### src/design/dbvs_pkg.sv
// types and constants shared by the diving variable select block
`timescale 1ns / 1ps

package dbvs_pkg;

	localparam int COLUMN_BITS   = 20;
	localparam int LOCK_BITS     = 16;
	localparam int FRACTION_BITS = 24;
	localparam int VALUE_BITS    = 56;
	localparam int TOL_BITS      = 24;
	localparam int DIST_BITS     = FRACTION_BITS + 11;

	localparam logic [FRACTION_BITS:0] FRAC_ONE = (FRACTION_BITS + 1)'(1) << FRACTION_BITS;
	localparam logic [DIST_BITS-1:0]   PENALTY  = DIST_BITS'(1000);
	localparam logic [LOCK_BITS:0]     LOCKS_NONE = '1;
	localparam logic [DIST_BITS-1:0]   DIST_NONE  = '1;
	localparam logic [FRACTION_BITS-1:0] TOL_RESET = FRACTION_BITS'(17);

	typedef struct packed {
		logic [COLUMN_BITS-1:0]  column;
		logic signed [VALUE_BITS-1:0] value;
		logic [LOCK_BITS-1:0]    down_locks;
		logic [LOCK_BITS-1:0]    up_locks;
		logic                    is_binary;
		logic                    last_item;
	} in_item_t;

	typedef struct packed {
		logic [COLUMN_BITS-1:0] best_column;
		logic                   found;
		logic                   round_up;
		logic                   all_trivially_roundable;
	} out_item_t;

	// one evaluated candidate, as handed from the evaluator to the tracker
	typedef struct packed {
		logic [COLUMN_BITS-1:0] column;
		logic [LOCK_BITS-1:0]   locks;
		logic [DIST_BITS-1:0]   distance;
		logic                   go_up;
		logic                   fractional;
		logic                   locked_both;
		logic                   last_item;
	} cand_t;

endpackage

### src/design/dbvs_cand.sv
// candidate evaluation: integrality test, rounding direction and ranked distance
`timescale 1ns / 1ps

module dbvs_cand (
	input  dbvs_pkg::in_item_t                  item,
	input  logic [dbvs_pkg::FRACTION_BITS-1:0]  tol,
	output dbvs_pkg::cand_t                     cand
);

	logic [dbvs_pkg::FRACTION_BITS-1:0] frac;
	logic [dbvs_pkg::FRACTION_BITS:0]   one_minus;
	logic [dbvs_pkg::FRACTION_BITS:0]   near_dist;
	logic [dbvs_pkg::FRACTION_BITS:0]   dir_dist;
	logic [dbvs_pkg::DIST_BITS-1:0]     dist_ext;
	logic                               at_or_above_half;
	logic                               go_up;

	assign frac             = item.value[dbvs_pkg::FRACTION_BITS-1:0];
	assign at_or_above_half = frac[dbvs_pkg::FRACTION_BITS-1];
	assign one_minus        = dbvs_pkg::FRAC_ONE - {1'b0, frac};
	assign near_dist        = at_or_above_half ? one_minus : {1'b0, frac};

	// fewer locks wins, ties go to the nearer integer (half rounds up)
	always_comb begin
		if (item.down_locks < item.up_locks) begin
			go_up = 1'b0;
		end else if (item.down_locks > item.up_locks) begin
			go_up = 1'b1;
		end else begin
			go_up = at_or_above_half;
		end
	end

	assign dir_dist = go_up ? one_minus : {1'b0, frac};
	assign dist_ext = dbvs_pkg::DIST_BITS'(dir_dist);

	always_comb begin
		cand.column      = item.column;
		cand.locks       = go_up ? item.up_locks : item.down_locks;
		cand.distance    = item.is_binary ? dist_ext : dist_ext * dbvs_pkg::PENALTY;
		cand.go_up       = go_up;
		cand.fractional  = near_dist > {1'b0, tol};
		cand.locked_both = (item.down_locks != '0) && (item.up_locks != '0);
		cand.last_item   = item.last_item;
	end

endmodule

### src/design/dbvs_best.sv
// running best tracker and scan mode, builds the result on the last item
`timescale 1ns / 1ps

module dbvs_best (
	input  logic                clk,
	input  logic                arst_n,
	input  logic                step,
	input  dbvs_pkg::cand_t     cand,
	output dbvs_pkg::out_item_t result
);

	logic [dbvs_pkg::LOCK_BITS:0]     best_locks_q;
	logic [dbvs_pkg::DIST_BITS-1:0]   best_dist_q;
	logic [dbvs_pkg::COLUMN_BITS-1:0] best_col_q;
	logic                             best_up_q;
	logic                             have_best_q;
	logic                             trivial_q;

	logic [dbvs_pkg::LOCK_BITS:0]     base_locks;
	logic [dbvs_pkg::DIST_BITS-1:0]   base_dist;
	logic [dbvs_pkg::LOCK_BITS:0]     cand_locks;
	logic                             compete;
	logic                             leave_trivial;
	logic                             better;
	logic                             take;
	logic [dbvs_pkg::LOCK_BITS:0]     locks_n;
	logic [dbvs_pkg::DIST_BITS-1:0]   dist_n;
	logic [dbvs_pkg::COLUMN_BITS-1:0] col_n;
	logic                             up_n;
	logic                             have_n;
	logic                             trivial_n;

	assign compete       = cand.fractional && (trivial_q || cand.locked_both);
	assign leave_trivial = compete && trivial_q && cand.locked_both;

	// first doubly locked fractional variable starts the ranking over
	assign base_locks = leave_trivial ? dbvs_pkg::LOCKS_NONE : best_locks_q;
	assign base_dist  = leave_trivial ? dbvs_pkg::DIST_NONE  : best_dist_q;
	assign cand_locks = {1'b0, cand.locks};

	assign better = (cand_locks < base_locks) ||
			((cand_locks == base_locks) && (cand.distance < base_dist));
	assign take   = compete && better;

	assign locks_n   = take ? cand_locks    : base_locks;
	assign dist_n    = take ? cand.distance : base_dist;
	assign col_n     = take ? cand.column   : best_col_q;
	assign up_n      = take ? cand.go_up    : best_up_q;
	assign have_n    = take || have_best_q;
	assign trivial_n = leave_trivial ? 1'b0 : trivial_q;

	always_comb begin
		result.best_column             = have_n ? col_n : '0;
		result.found                   = have_n;
		result.round_up                = have_n && up_n;
		result.all_trivially_roundable = trivial_n;
	end

	always_ff @(posedge clk or negedge arst_n) begin
		if (!arst_n) begin
			best_locks_q <= dbvs_pkg::LOCKS_NONE;
			best_dist_q  <= dbvs_pkg::DIST_NONE;
			best_col_q   <= '0;
			best_up_q    <= 1'b0;
			have_best_q  <= 1'b0;
			trivial_q    <= 1'b1;
		end else if (step) begin
			if (cand.last_item) begin
				best_locks_q <= dbvs_pkg::LOCKS_NONE;
				best_dist_q  <= dbvs_pkg::DIST_NONE;
				best_col_q   <= '0;
				best_up_q    <= 1'b0;
				have_best_q  <= 1'b0;
				trivial_q    <= 1'b1;
			end else begin
				best_locks_q <= locks_n;
				best_dist_q  <= dist_n;
				best_col_q   <= col_n;
				best_up_q    <= up_n;
				have_best_q  <= have_n;
				trivial_q    <= trivial_n;
			end
		end
	end

endmodule

### src/design/dive_branch_variable_select.sv
// top level of the diving branch variable select block
`timescale 1ns / 1ps

// usage
//   item channel: one candidate variable per item (column, Q.24 value, lock
//   counts, binary flag, last marker), valid/ready, accepted when both high
//   result channel: one result item after each item marked last, valid/ready
//   cfg_we/cfg_wdata: writes integer_tolerance, write it only
//   while no scan is in flight
// timing
//   three register stages: input register, evaluated candidate register,
//   result register; result_valid rises once the last item has passed the
//   input and candidate registers and its result is in the result register
//   one item per cycle sustained while no last item waits on an unread
//   result, set by the single running compare and update of the best candidate
// reset
//   tolerance returns to 17, best cleared, trivial mode set, no result
// stall
//   results waiting in the output register do not hold up ordinary items;
//   the pipe only halts when a last item reaches the tracker while the
//   previous result has not been taken

module dive_branch_variable_select (
	input  logic                          clk,
	input  logic                          arst_n,
	input  logic                          item_valid,
	output logic                          item_ready,
	input  dbvs_pkg::in_item_t            item,
	output logic                          result_valid,
	input  logic                          result_ready,
	output dbvs_pkg::out_item_t           result,
	input  logic                          cfg_we,
	input  logic [dbvs_pkg::TOL_BITS-1:0] cfg_wdata
);

	// tolerance register, low fraction bits only
	logic [dbvs_pkg::FRACTION_BITS-1:0] tol_q;

	// stage 1: raw item
	logic                 valid_s1;
	dbvs_pkg::in_item_t   item_s1;

	// stage 2: evaluated candidate
	logic                 valid_s2;
	dbvs_pkg::cand_t      cand_s2;
	dbvs_pkg::cand_t      cand_comb;

	dbvs_pkg::out_item_t  result_comb;
	logic                 stall;
	logic                 step;

	// hold the whole pipe only when a finished scan cannot hand off its result
	assign stall      = valid_s2 && cand_s2.last_item && result_valid && !result_ready;
	assign item_ready = !stall;
	assign step       = valid_s2 && !stall;

	always_ff @(posedge clk or negedge arst_n) begin
		if (!arst_n) begin
			tol_q <= dbvs_pkg::TOL_RESET;
		end else if (cfg_we) begin
			tol_q <= cfg_wdata[dbvs_pkg::FRACTION_BITS-1:0];
		end
	end

	// pipeline valids
	always_ff @(posedge clk or negedge arst_n) begin
		if (!arst_n) begin
			valid_s1 <= 1'b0;
			valid_s2 <= 1'b0;
		end else if (!stall) begin
			valid_s1 <= item_valid;
			valid_s2 <= valid_s1;
		end
	end

	// pipeline payload
	always_ff @(posedge clk) begin
		if (!stall) begin
			item_s1 <= item;
			cand_s2 <= cand_comb;
		end
	end

	dbvs_cand u_cand (
		.item (item_s1),
		.tol  (tol_q),
		.cand (cand_comb)
	);

	dbvs_best u_best (
		.clk    (clk),
		.arst_n (arst_n),
		.step   (step),
		.cand   (cand_s2),
		.result (result_comb)
	);

	// result register
	always_ff @(posedge clk or negedge arst_n) begin
		if (!arst_n) begin
			result_valid <= 1'b0;
		end else if (step && cand_s2.last_item) begin
			result_valid <= 1'b1;
		end else if (result_ready) begin
			result_valid <= 1'b0;
		end
	end

	always_ff @(posedge clk) begin
		if (step && cand_s2.last_item) begin
			result <= result_comb;
		end
	end

endmodule

### config.mk
export PLATFORM = sky130hd
export DESIGN_NAME = dive_branch_variable_select
export DESIGN_NICKNAME = d
export VERILOG_FILES = /design/src/design/dbvs_pkg.sv /design/src/design/dbvs_cand.sv /design/src/design/dbvs_best.sv /design/src/design/dive_branch_variable_select.sv
export SDC_FILE = /design/constraint.sdc
export NUM_CORES = 1
export LEC_CHECK = 0
export BUFFER_PORTS_ARGS = -buffer_cell sky130_fd_sc_hd__buf_2
export CORE_MARGIN = 2
export CORE_UTILIZATION = 40
export DETAILED_ROUTE_END_ITERATION = 12
export PLACE_DENSITY = 0.56
export RECOVER_POWER = 25
export SETUP_SLACK_MARGIN = 0.5
export SYNTH_ARGS = -nofsm -noshare
export SYNTH_HDL_FRONTEND = slang
export SYNTH_SLANG_ARGS = --single-unit
### constraint.sdc
create_clock -name clk -period 9.7 [get_ports clk]
set_input_delay 0.97 -clock clk [delete_from_list [all_inputs] [get_ports clk]]
set_output_delay 0.97 -clock clk [all_outputs]
set_load 0.05 [all_outputs]
==> impl_metrics.toml, run 1 <==
[timing]
fin_skew_ps = 28.2
slew_violations = 150
rsz0062_at_grt = "no"
max_freq_ghz = 0.122
setup_violations = 0
hold_violations = 0
setup_tns_ps = 0
layout_worst_path_cycle_share_pct = 84.4
finalCriticalPeriod_ps = 8190
slew_headroom_pct = -79.7
worstMarginPinSlew_ps = 2690

[clock_network]
cts_resized = 0
root_buffer = "clkbuf_16"
cts_tree = "yes"
cts_max_level = 2
hold_buffers = 0
postCtsSetupRepairBufs = 0
clk_latency_ps = 560
clk_pin_slew_ps = 60
cts_made_buffers = 36
clock_path_buffers = 3
clock_sinks = 278

[synthesis]
synth_top_area_share_pct = 30.8
synth.most_common_cell = "edfxtp_1"
ys_ff_latch = 278
synth_seq_area_share_pct = 46.0
netlist_instances = 1544
synth_top_cell_by_area = "edfxtp_1"
ys_top_cells_by_area = "edfxtp_1 31%, ha_1 11%, fa_1 8.9%"
syn-num-nets = 1910
synthDistinctLibCells = 73
synth_warnings = 0
synthTopCellsByCount = "176 x edfxtp_1, 151 x ha_1, 146 x inv_1"
ys.flop_type = "edfxtp_1"
synth_area_sq_um = 17200
synth_edf_count = 176
async_flop_share_pct = 36.7
synth_area_per_cell_sq_um = 11.1

[final_layout]
drive_above_1_share_pct = 16.6
fin_nets = 2032
area_delta_synth_final_pct = 14.1
n_antenna_cell = 0
seqCellArea_sq_um = 7910
fill_cells = 3914
multi_input_area_sq_um = 8500

[worst_setup_path]
crit_path_start_kind = "flip-flop"
path_max_fanout = 9
timing.rr.start = "item_s1[36]"
cp.required_ps = 9990
path_class = "reg2reg"
end_kind = "flip-flop"
cp.arrival_ps = 8480
worstSetupStartpoint = "item_s1[36]"

[global_route]
grt_use_total_pct = 16.8
antenna_found_initial = 0
grt_pass1_vias = 11704
grt_max_degree = 78
grt-ovfl-total = 0
grt_pass1_wl_mm = 60.2

[die]
num_rows = 75
die_y_um = 211
start_util_pct = 40.8
dieWidth_um = 211
dieArea_sq_um = 44600
boundaryPins = 164
core_sq_um = 42100

[outcome]
failed_checks = "capacitance limit, slew limit"
status = "finished with violations"

[drt]
wl_per_cell_um = 16.0
dr_total_vias = 11448
antenna_left = 0
drt_wl_total_mm = 35.8
drcViolationCount = 0
via_per_inst = 5.13
drtPass1Iterations = 5
drtIter0Drc = 619

[placement]
port_buffers = 131
place.gp.congestion = 0.844
hpwl_mm = 25.9

[worst_hold_path]
min_from = "item_s1[94]"
hold_path_class = "reg2reg"

[run]
drv_cap = 3
-- state kept, by name, summed over array words and instances (netlist names) --
signal,flops
result,23
u_best.best_col_q,20
valid_s2,1
tol_q,24
u_best.best_dist_q,35
u_best.have_best_q,1
u_best.best_up_q,1
cand_s2,75
item_s1,78
result_valid,1
valid_s1,1
u_best.trivial_q,1
u_best.best_locks_q,17
-- final timing paths --
check	end	slack [ps]	cells past startpoint
worst max register to register	cand_s2[35]	1510	23
max in group asynchronous	u_best.best_col_q[14]	6430	2
worst min-delay path	cand_s2[59]	420	0
worst max-delay path	cand_s2[35]	1510	23
min in group asynchronous	tol_q[2]	1270	1
worst min register to register	cand_s2[59]	420	0
-- final cells by class --
cell class,count,area share [%]
tap,539,3.44
clock buffer,45,4.98
clock inverter,21,1.34
inverter,148,2.83
multi-input combinational,1059,43.4
sequential,278,40.3
timing repair buffer,143,3.72
-- logic make-up after synthesis --
| group | share of synthesized area, % |
|---|---|
| buffers and inverters | 4.58 |
| muxes | 0.568 |
| AOI/OAI and AO/OA | 13.4 |
| xor gates and xnor gates | 4.75 |
| adders and majority gates | 20.4 |
| and+or+nand+nor | 10.3 |
| DFF | 46.0 |
-- per-layer routing --
| layer | global-route usage [%] | vias to the layer above | part of all wire, % |
|---|---|---|---|
| met5 | 0 | - | 0 |
| met4 | 5.46 | 0 | 2.8 |
| met3 | 3.21 | 59 | 4.2 |
| met2 | 26.2 | 195 | 45 |
| met1 | 23.6 | 5489 | 48 |
| li1 | - | 5705 | - |
-- through the flow --
stage / instance area, sq um / hold slack (ps) / utilization, % / setup slack, ps / std cells
after detailed placement: 18400 / 405 / 43.6 / 1580 / 2167
after floorplan: 17200 / 400 / - / 2450 / 1544
after CTS: 19600 / 419 / 46.6 / 1500 / 2233
final: 19600 / 416 / 46.5 / 1510 / 2233
after global routing: 19600 / 424 / 46.5 / 924 / 2233
after global placement: 18400 / 403 / 43.6 / 1610 / 2167
-- layout by cell type, fill, tap and decap left out, types with 7 or more instances in the layout --
master / instances
edfxtp_1: 176
ha_1: 151
inv_1: 146
nand2_1: 145
buf_2: 121
o21ai_0: 103
nor2_1: 97
fa_1: 76
a21oi_1: 68
xnor2_1: 58
dfstp_2: 55
o22a_1: 50
dfrtp_1: 47
clkbuf_16: 37
a21o_1: 34
xor2_1: 32
a22o_1: 19
nand4_1: 18
clkbuf_1: 17
or2_2: 15
nor2b_1: 13
nor4_1: 13
a31oi_1: 13
nand2b_1: 11
buf_4: 11
and3_1: 10
maj3_1: 9
or3_1: 8
nand3_1: 8
nor3_1: 7
-- critical path, cell delays in order, from the launching register on --
cell,delay (ps)
edfxtp_1,500
or3_1,450
or3_1,400
or3_1,490
nor4_4,390
nand2_1,320
nand2_1,170
xor2_1,660
inv_1,250
ha_1,350
inv_1,50
fa_1,570
fa_1,460
fa_1,540
inv_1,40
ha_1,340
a21o_1,220
a21o_1,180
a21o_1,210
a21o_1,180
o2111ai_1,230
a21boi_0,190
o41ai_1,350
mux2_2,380
Power of run 1 is left out: the tool's default activity adds up to more than one toggle a clock period on the data nets, which glitch-free logic cannot reach.
==> run 2: changes to the inputs <==
--- a/config.mk
+++ b/config.mk
@@ -9,7 +9,7 @@
 export CORE_MARGIN = 2
 export CORE_UTILIZATION = 40
 export DETAILED_ROUTE_END_ITERATION = 12
-export PLACE_DENSITY = 0.56
+export PLACE_DENSITY = 0.58
 export RECOVER_POWER = 25
 export SETUP_SLACK_MARGIN = 0.5
 export SYNTH_ARGS = -nofsm -noshare
==> constraint.sdc (replaced) <==
create_clock -name clk -period 7.3 [get_ports clk]
set_input_delay 0.73 -clock clk [delete_from_list [all_inputs] [get_ports clk]]
set_output_delay 0.73 -clock clk [all_outputs]
set_load 0.05 [all_outputs]
==> run 2 against run 1 <==
  * The flow still finishes with violations (capacitance limit, slew limit)
  * Hold slack lost 52 ps
  * Fmax grew 20%
  * Utilization increased by 2.6 points
  * Design area grew 5.6%
  * Highest routed layer unchanged
==> impl_metrics.toml, run 2 (same netlist as run 1, synthesis figures left out) <==
[placement]
place.gp.congestion = 0.841
hpwl_mm = 26.4
place_inst = 2198
port_buffers = 131

[worst_hold_path]
hold_path_class = "in2reg"

[final_layout]
drive_above_1_share_pct = 24.8
layout.cells.most_common_list = "176 x edfxtp_1, 143 x nand2_1, 137 x inv_1, 134 x ha_1, 124 x buf_2"
final_common_cell = "edfxtp_1"
regMostFlops = "item_s1"
fin_nets = 2102
largest_register_ffs = 78
largestRegisters = "item_s1 (78), cand_s2 (75), u_best.best_dist_q (35)"
area_delta_synth_final_pct = 20.6
n_antenna_cell = 0
finalNonFillerCells = 2302

[clock_network]
hold_buffers = 0
cts_made_buffers = 35
clk_latency_ps = 540
cts_max_level = 2
root_buffer = "clkbuf_16"
clock_path_buffers = 3
clock_sinks = 278
clk_pin_slew_ps = 60
cts_tree = "yes"

[outcome]
failed_checks = "capacitance limit, slew limit"
status = "finished with violations"

[timing]
rsz0062_at_grt = "yes"
setup_tns_ps = 0
layout_worst_path_cycle_share_pct = 93.7
hold_violations = 0
max_freq_ghz = 0.146
worstMarginPinSlew_ps = 2340
fin_skew_ps = 23.6
slew_headroom_pct = -55.8
slew_violations = 87
finalCriticalPeriod_ps = 6840
setup_violations = 0

[die]
die_y_um = 211
dieWidth_um = 211
core_sq_um = 42100
boundaryPins = 164
num_rows = 75
dieArea_sq_um = 44600
start_util_pct = 40.8

[worst_setup_path]
cp.arrival_ps = 7130
path_max_fanout = 5
rrSetupSlack_ps = 460
worstSetupStartpoint = "item_s1[34]"
timing.rr.start = "item_s1[34]"
end_kind = "flip-flop"
cp.required_ps = 7590
path_class = "reg2reg"
reg2reg_to = "cand_s2[35]"
rr_worst_depth = 23
crit_path_start_kind = "flip-flop"
crit_path_end = "cand_s2[35]"

[drt]
drt_wl_total_mm = 36.8
drtIter0Drc = 682
wl_per_cell_um = 16.0
via_per_inst = 5.14
dr_total_vias = 11830
antenna_left = 0
drtPass1Iterations = 5
drcViolationCount = 0

[run]
drv_cap = 2

[global_route]
grt_use_total_pct = 17.0
grt_pass1_vias = 11978
grt_max_degree = 82
antenna_found_initial = 0
grt_pass1_wl_mm = 60.7
grt-ovfl-total = 0
run 2: changes by cell type in the layout (fill, tap and decap cells not counted), moves of 7 or more:
cell	before	now
a21oi_1	68	61
ha_1	151	134
xor2_1	32	20
ha_4	0	12
inv_2	0	7
inv_1	146	137
buf_4	11	75
xor2_2	0	11
run 2: how the worst min path moves through the flow:
stage	from	end	slack [ps]	cells after the start
CTS	arst_n	tol_q[5]	80	1
floorplan	item_s1[0]	cand_s2[0]	400	0
global route	item[6]	item_s1[6]	330	1
global placement	item_s1[93]	cand_s2[58]	400	0
finish	item[19]	item_s1[19]	360	1
detailed placement	item_s1[96]	cand_s2[61]	410	0
run 2: final cells by class:
type                    instances  area [sq um]
repair buffers                214          1310
multi-input cells            1059          9080
flip-flops and latches        278          7910
clock buffers                  42           953
fillers                      3712         21400
well taps                     539           674
inverters                     148           569
clock inverters                22           219
run 2: critical path: stages (launching register included):
cell and delay, ps:
edfxtp_1 400, inv_2 110, ha_4 140, or3b_4 380, or4b_4 540, or2_4 260, or4_4 500, o21ai_4 230
xnor2_4 190, ha_1 290, inv_1 70, fa_1 420, fa_1 470, fa_1 520, inv_1 60, ha_4 250
a21o_1 180, a21o_1 180, a21o_1 170, a21o_1 180, o2111ai_2 220, a21boi_2 100, o41ai_2 350, mux2_2 370
run 2: per-layer routing:
layer | vias up | GRT usage (%) | part of all wire, %
met4 | 0 | 5.68 | 2.6
met1 | 5737 | 23.5 | 48
li1 | 5845 | - | -
met5 | - | 0 | 0
met3 | 61 | 2.30 | 3.6
met2 | 187 | 27.4 | 46
run 2: what timing repair did:
item                       CTS  global route
setup endpoints to repair    9            13
setup buffers               16            24
gates resized for setup     26            61
pin swaps                   17            33
run 2: stage by stage:
step	worst slack [ps]	util, %	instance area, sq um	hold WS, ps
after floorplan	367	-	17400	400
after detailed placement	89.1	44.6	18800	406
final	461	49.2	20700	364
after global routing	174	49.2	20700	333
after global placement	169	44.6	18800	403
after CTS	457	48.0	20200	76.0
Power of run 2 is left out for the same reason.
==> run 3: changes to the inputs <==
--- a/config.mk
+++ b/config.mk
@@ -6,10 +6,12 @@
 export NUM_CORES = 1
 export LEC_CHECK = 0
 export BUFFER_PORTS_ARGS = -buffer_cell sky130_fd_sc_hd__buf_2
+export CELL_PAD_IN_SITES_DETAIL_PLACEMENT = 1
+export CELL_PAD_IN_SITES_GLOBAL_PLACEMENT = 1
 export CORE_MARGIN = 2
 export CORE_UTILIZATION = 40
 export DETAILED_ROUTE_END_ITERATION = 12
-export PLACE_DENSITY = 0.58
+export PLACE_DENSITY = 0.7
 export RECOVER_POWER = 25
 export SETUP_SLACK_MARGIN = 0.5
 export SYNTH_ARGS = -nofsm -noshare
==> run 3 against run 2 <==
  * Highest routed layer unchanged
  * Setup slack improved by 83 ps
  * Design area increased by 0.41%
  * Sequential share of layout area decreased by 0.16 points
  * Via count increased by 2.8%
  * First-iteration DRC count decreased by 0.88%
  * Critical endpoint unchanged
  * Count of clock-buffer cells in the layout increased by 1
  * Largest cell class unchanged
  * Die area unchanged
  * Global-route usage increased by 1.9 points
  * Wire length increased by 13%
  * Sequential cell count unchanged
  * The run still ends with capacitance limit, slew limit left
  * Critical path depth increased by 2
==> impl_metrics.toml, run 3 (same netlist as run 1, synthesis figures left out) <==
[clock_network]
clock_sinks = 278
cts_tree = "yes"
root_buffer = "clkbuf_16"
cts_max_level = 2
cts_made_buffers = 34
clk_pin_slew_ps = 60
clk_latency_ps = 550
clock_path_buffers = 3

[placement]
dpl_cell_area_sq_um = 18800
place_inst = 2195
hpwl_mm = 29.9
place.gp.congestion = 0.814
port_buffers = 131

[worst_setup_path]
cp.required_ps = 7580
cp_common_cell = "inv_1"
max_stage_delay_ps = 550
slowest_stage = "or4b_4"
path_max_fanout = 5
path_class = "reg2reg"
worstPathBufferInverterCount = 7
crit_family = "adder cells"
cp.arrival_ps = 7040
end_kind = "flip-flop"
crit_path_start_kind = "flip-flop"
rrSetupSlack_ps = 540

[timing]
finalCriticalPeriod_ps = 6760
rsz0062_at_grt = "yes"
hold_violations = 0
layout_worst_path_cycle_share_pct = 92.6
worstMarginPinSlew_ps = 2790
max_freq_ghz = 0.148
setup_violations = 0
whs_ps = 355
slew_headroom_pct = -85.9
setup_tns_ps = 0
fin_skew_ps = 22.5
slew_violations = 93

[drt]
drtIter0Drc = 676
via_per_inst = 5.27
drt_wl_total_mm = 41.7
wl_per_cell_um = 18.1
drcViolationCount = 0
drtPass1Iterations = 4
antenna_left = 0
dr_total_vias = 12159

[worst_hold_path]
hold_path_class = "in2reg"

[final_layout]
largestRegisters = "item_s1 (78), cand_s2 (75), u_best.best_dist_q (35)"
final_common_cell = "edfxtp_1"
largest_register_ffs = 78
n_antenna_cell = 0
area_delta_synth_final_pct = 21.1
layout.cells.most_common_list = "176 x edfxtp_1, 142 x nand2_1, 137 x inv_1, 128 x ha_1, 120 x buf_2"
drive_above_1_share_pct = 25.1
finalNonFillerCells = 2307
regMostFlops = "item_s1"
fill_cells = 4477
seqCellArea_sq_um = 7910
fin_area_sq_um = 20800
multi_input_area_sq_um = 9200
fin_nets = 2108

[die]
core_sq_um = 42100
boundaryPins = 164
die_y_um = 211
dieWidth_um = 211
dieArea_sq_um = 44600
start_util_pct = 40.8
num_rows = 75

[run]
drv_cap = 2

[global_route]
grt_max_degree = 82
grt_use_total_pct = 18.9
grt_pass1_vias = 13133
grt-ovfl-total = 0
antenna_found_initial = 0
grt_pass1_wl_mm = 67.6

[outcome]
failed_checks = "capacitance limit, slew limit"
status = "finished with violations"
## run 3: final cells by class
type / count / area share (%)
clock buffer: 43 / 4.30
multi-input combinational: 1059 / 44.3
sequential: 278 / 38.0
tap: 539 / 3.24
inverter: 148 / 2.73
clock inverter: 19 / 0.987
timing repair buffer: 221 / 6.48
## run 3: worst paths after layout
kind	depth (start not counted)	end	from
min in group asynchronous	1	u_best.best_col_q[14]	arst_n
max in group asynchronous	2	tol_q[3]	arst_n
worst min register to register	0	cand_s2[60]	item_s1[95]
worst min-delay path	1	item_s1[1]	item[1]
worst max register to register	25	cand_s2[35]	item_s1[34]
worst max-delay path	25	cand_s2[35]	item_s1[34]
## run 3: metrics by stage
step                      setup slack [ps]  util (%)
after global placement                 191      44.6
final                                  543      49.4
after global routing                   284      49.4
after floorplan                        367         -
after detailed placement              59.1      44.6
after CTS                              457      48.1
## run 3: per-layer routing
layer  vias to the layer above  part of all wire, %  wire length (um)  global-route usage, %
met2                       168                   49             20400                   32.2
li1                       5837                    -                 -                      -
met3                        64                  2.6              1080                   2.42
met5                         -                    0                 0                      0
met4                         0                  2.3               978                   5.56
met1                      6090                   46             19200                   25.1
## run 3: repair_timing
action	in CTS	in global routing
endpoints found under the setup margin	11	14
hold buffers	0	0
endpoints found under the hold margin	0	0
gates cloned	0	0
resized for setup	35	67
pin swaps	32	36
setup buffers	24	26
Power of run 3 is left out for the same reason.
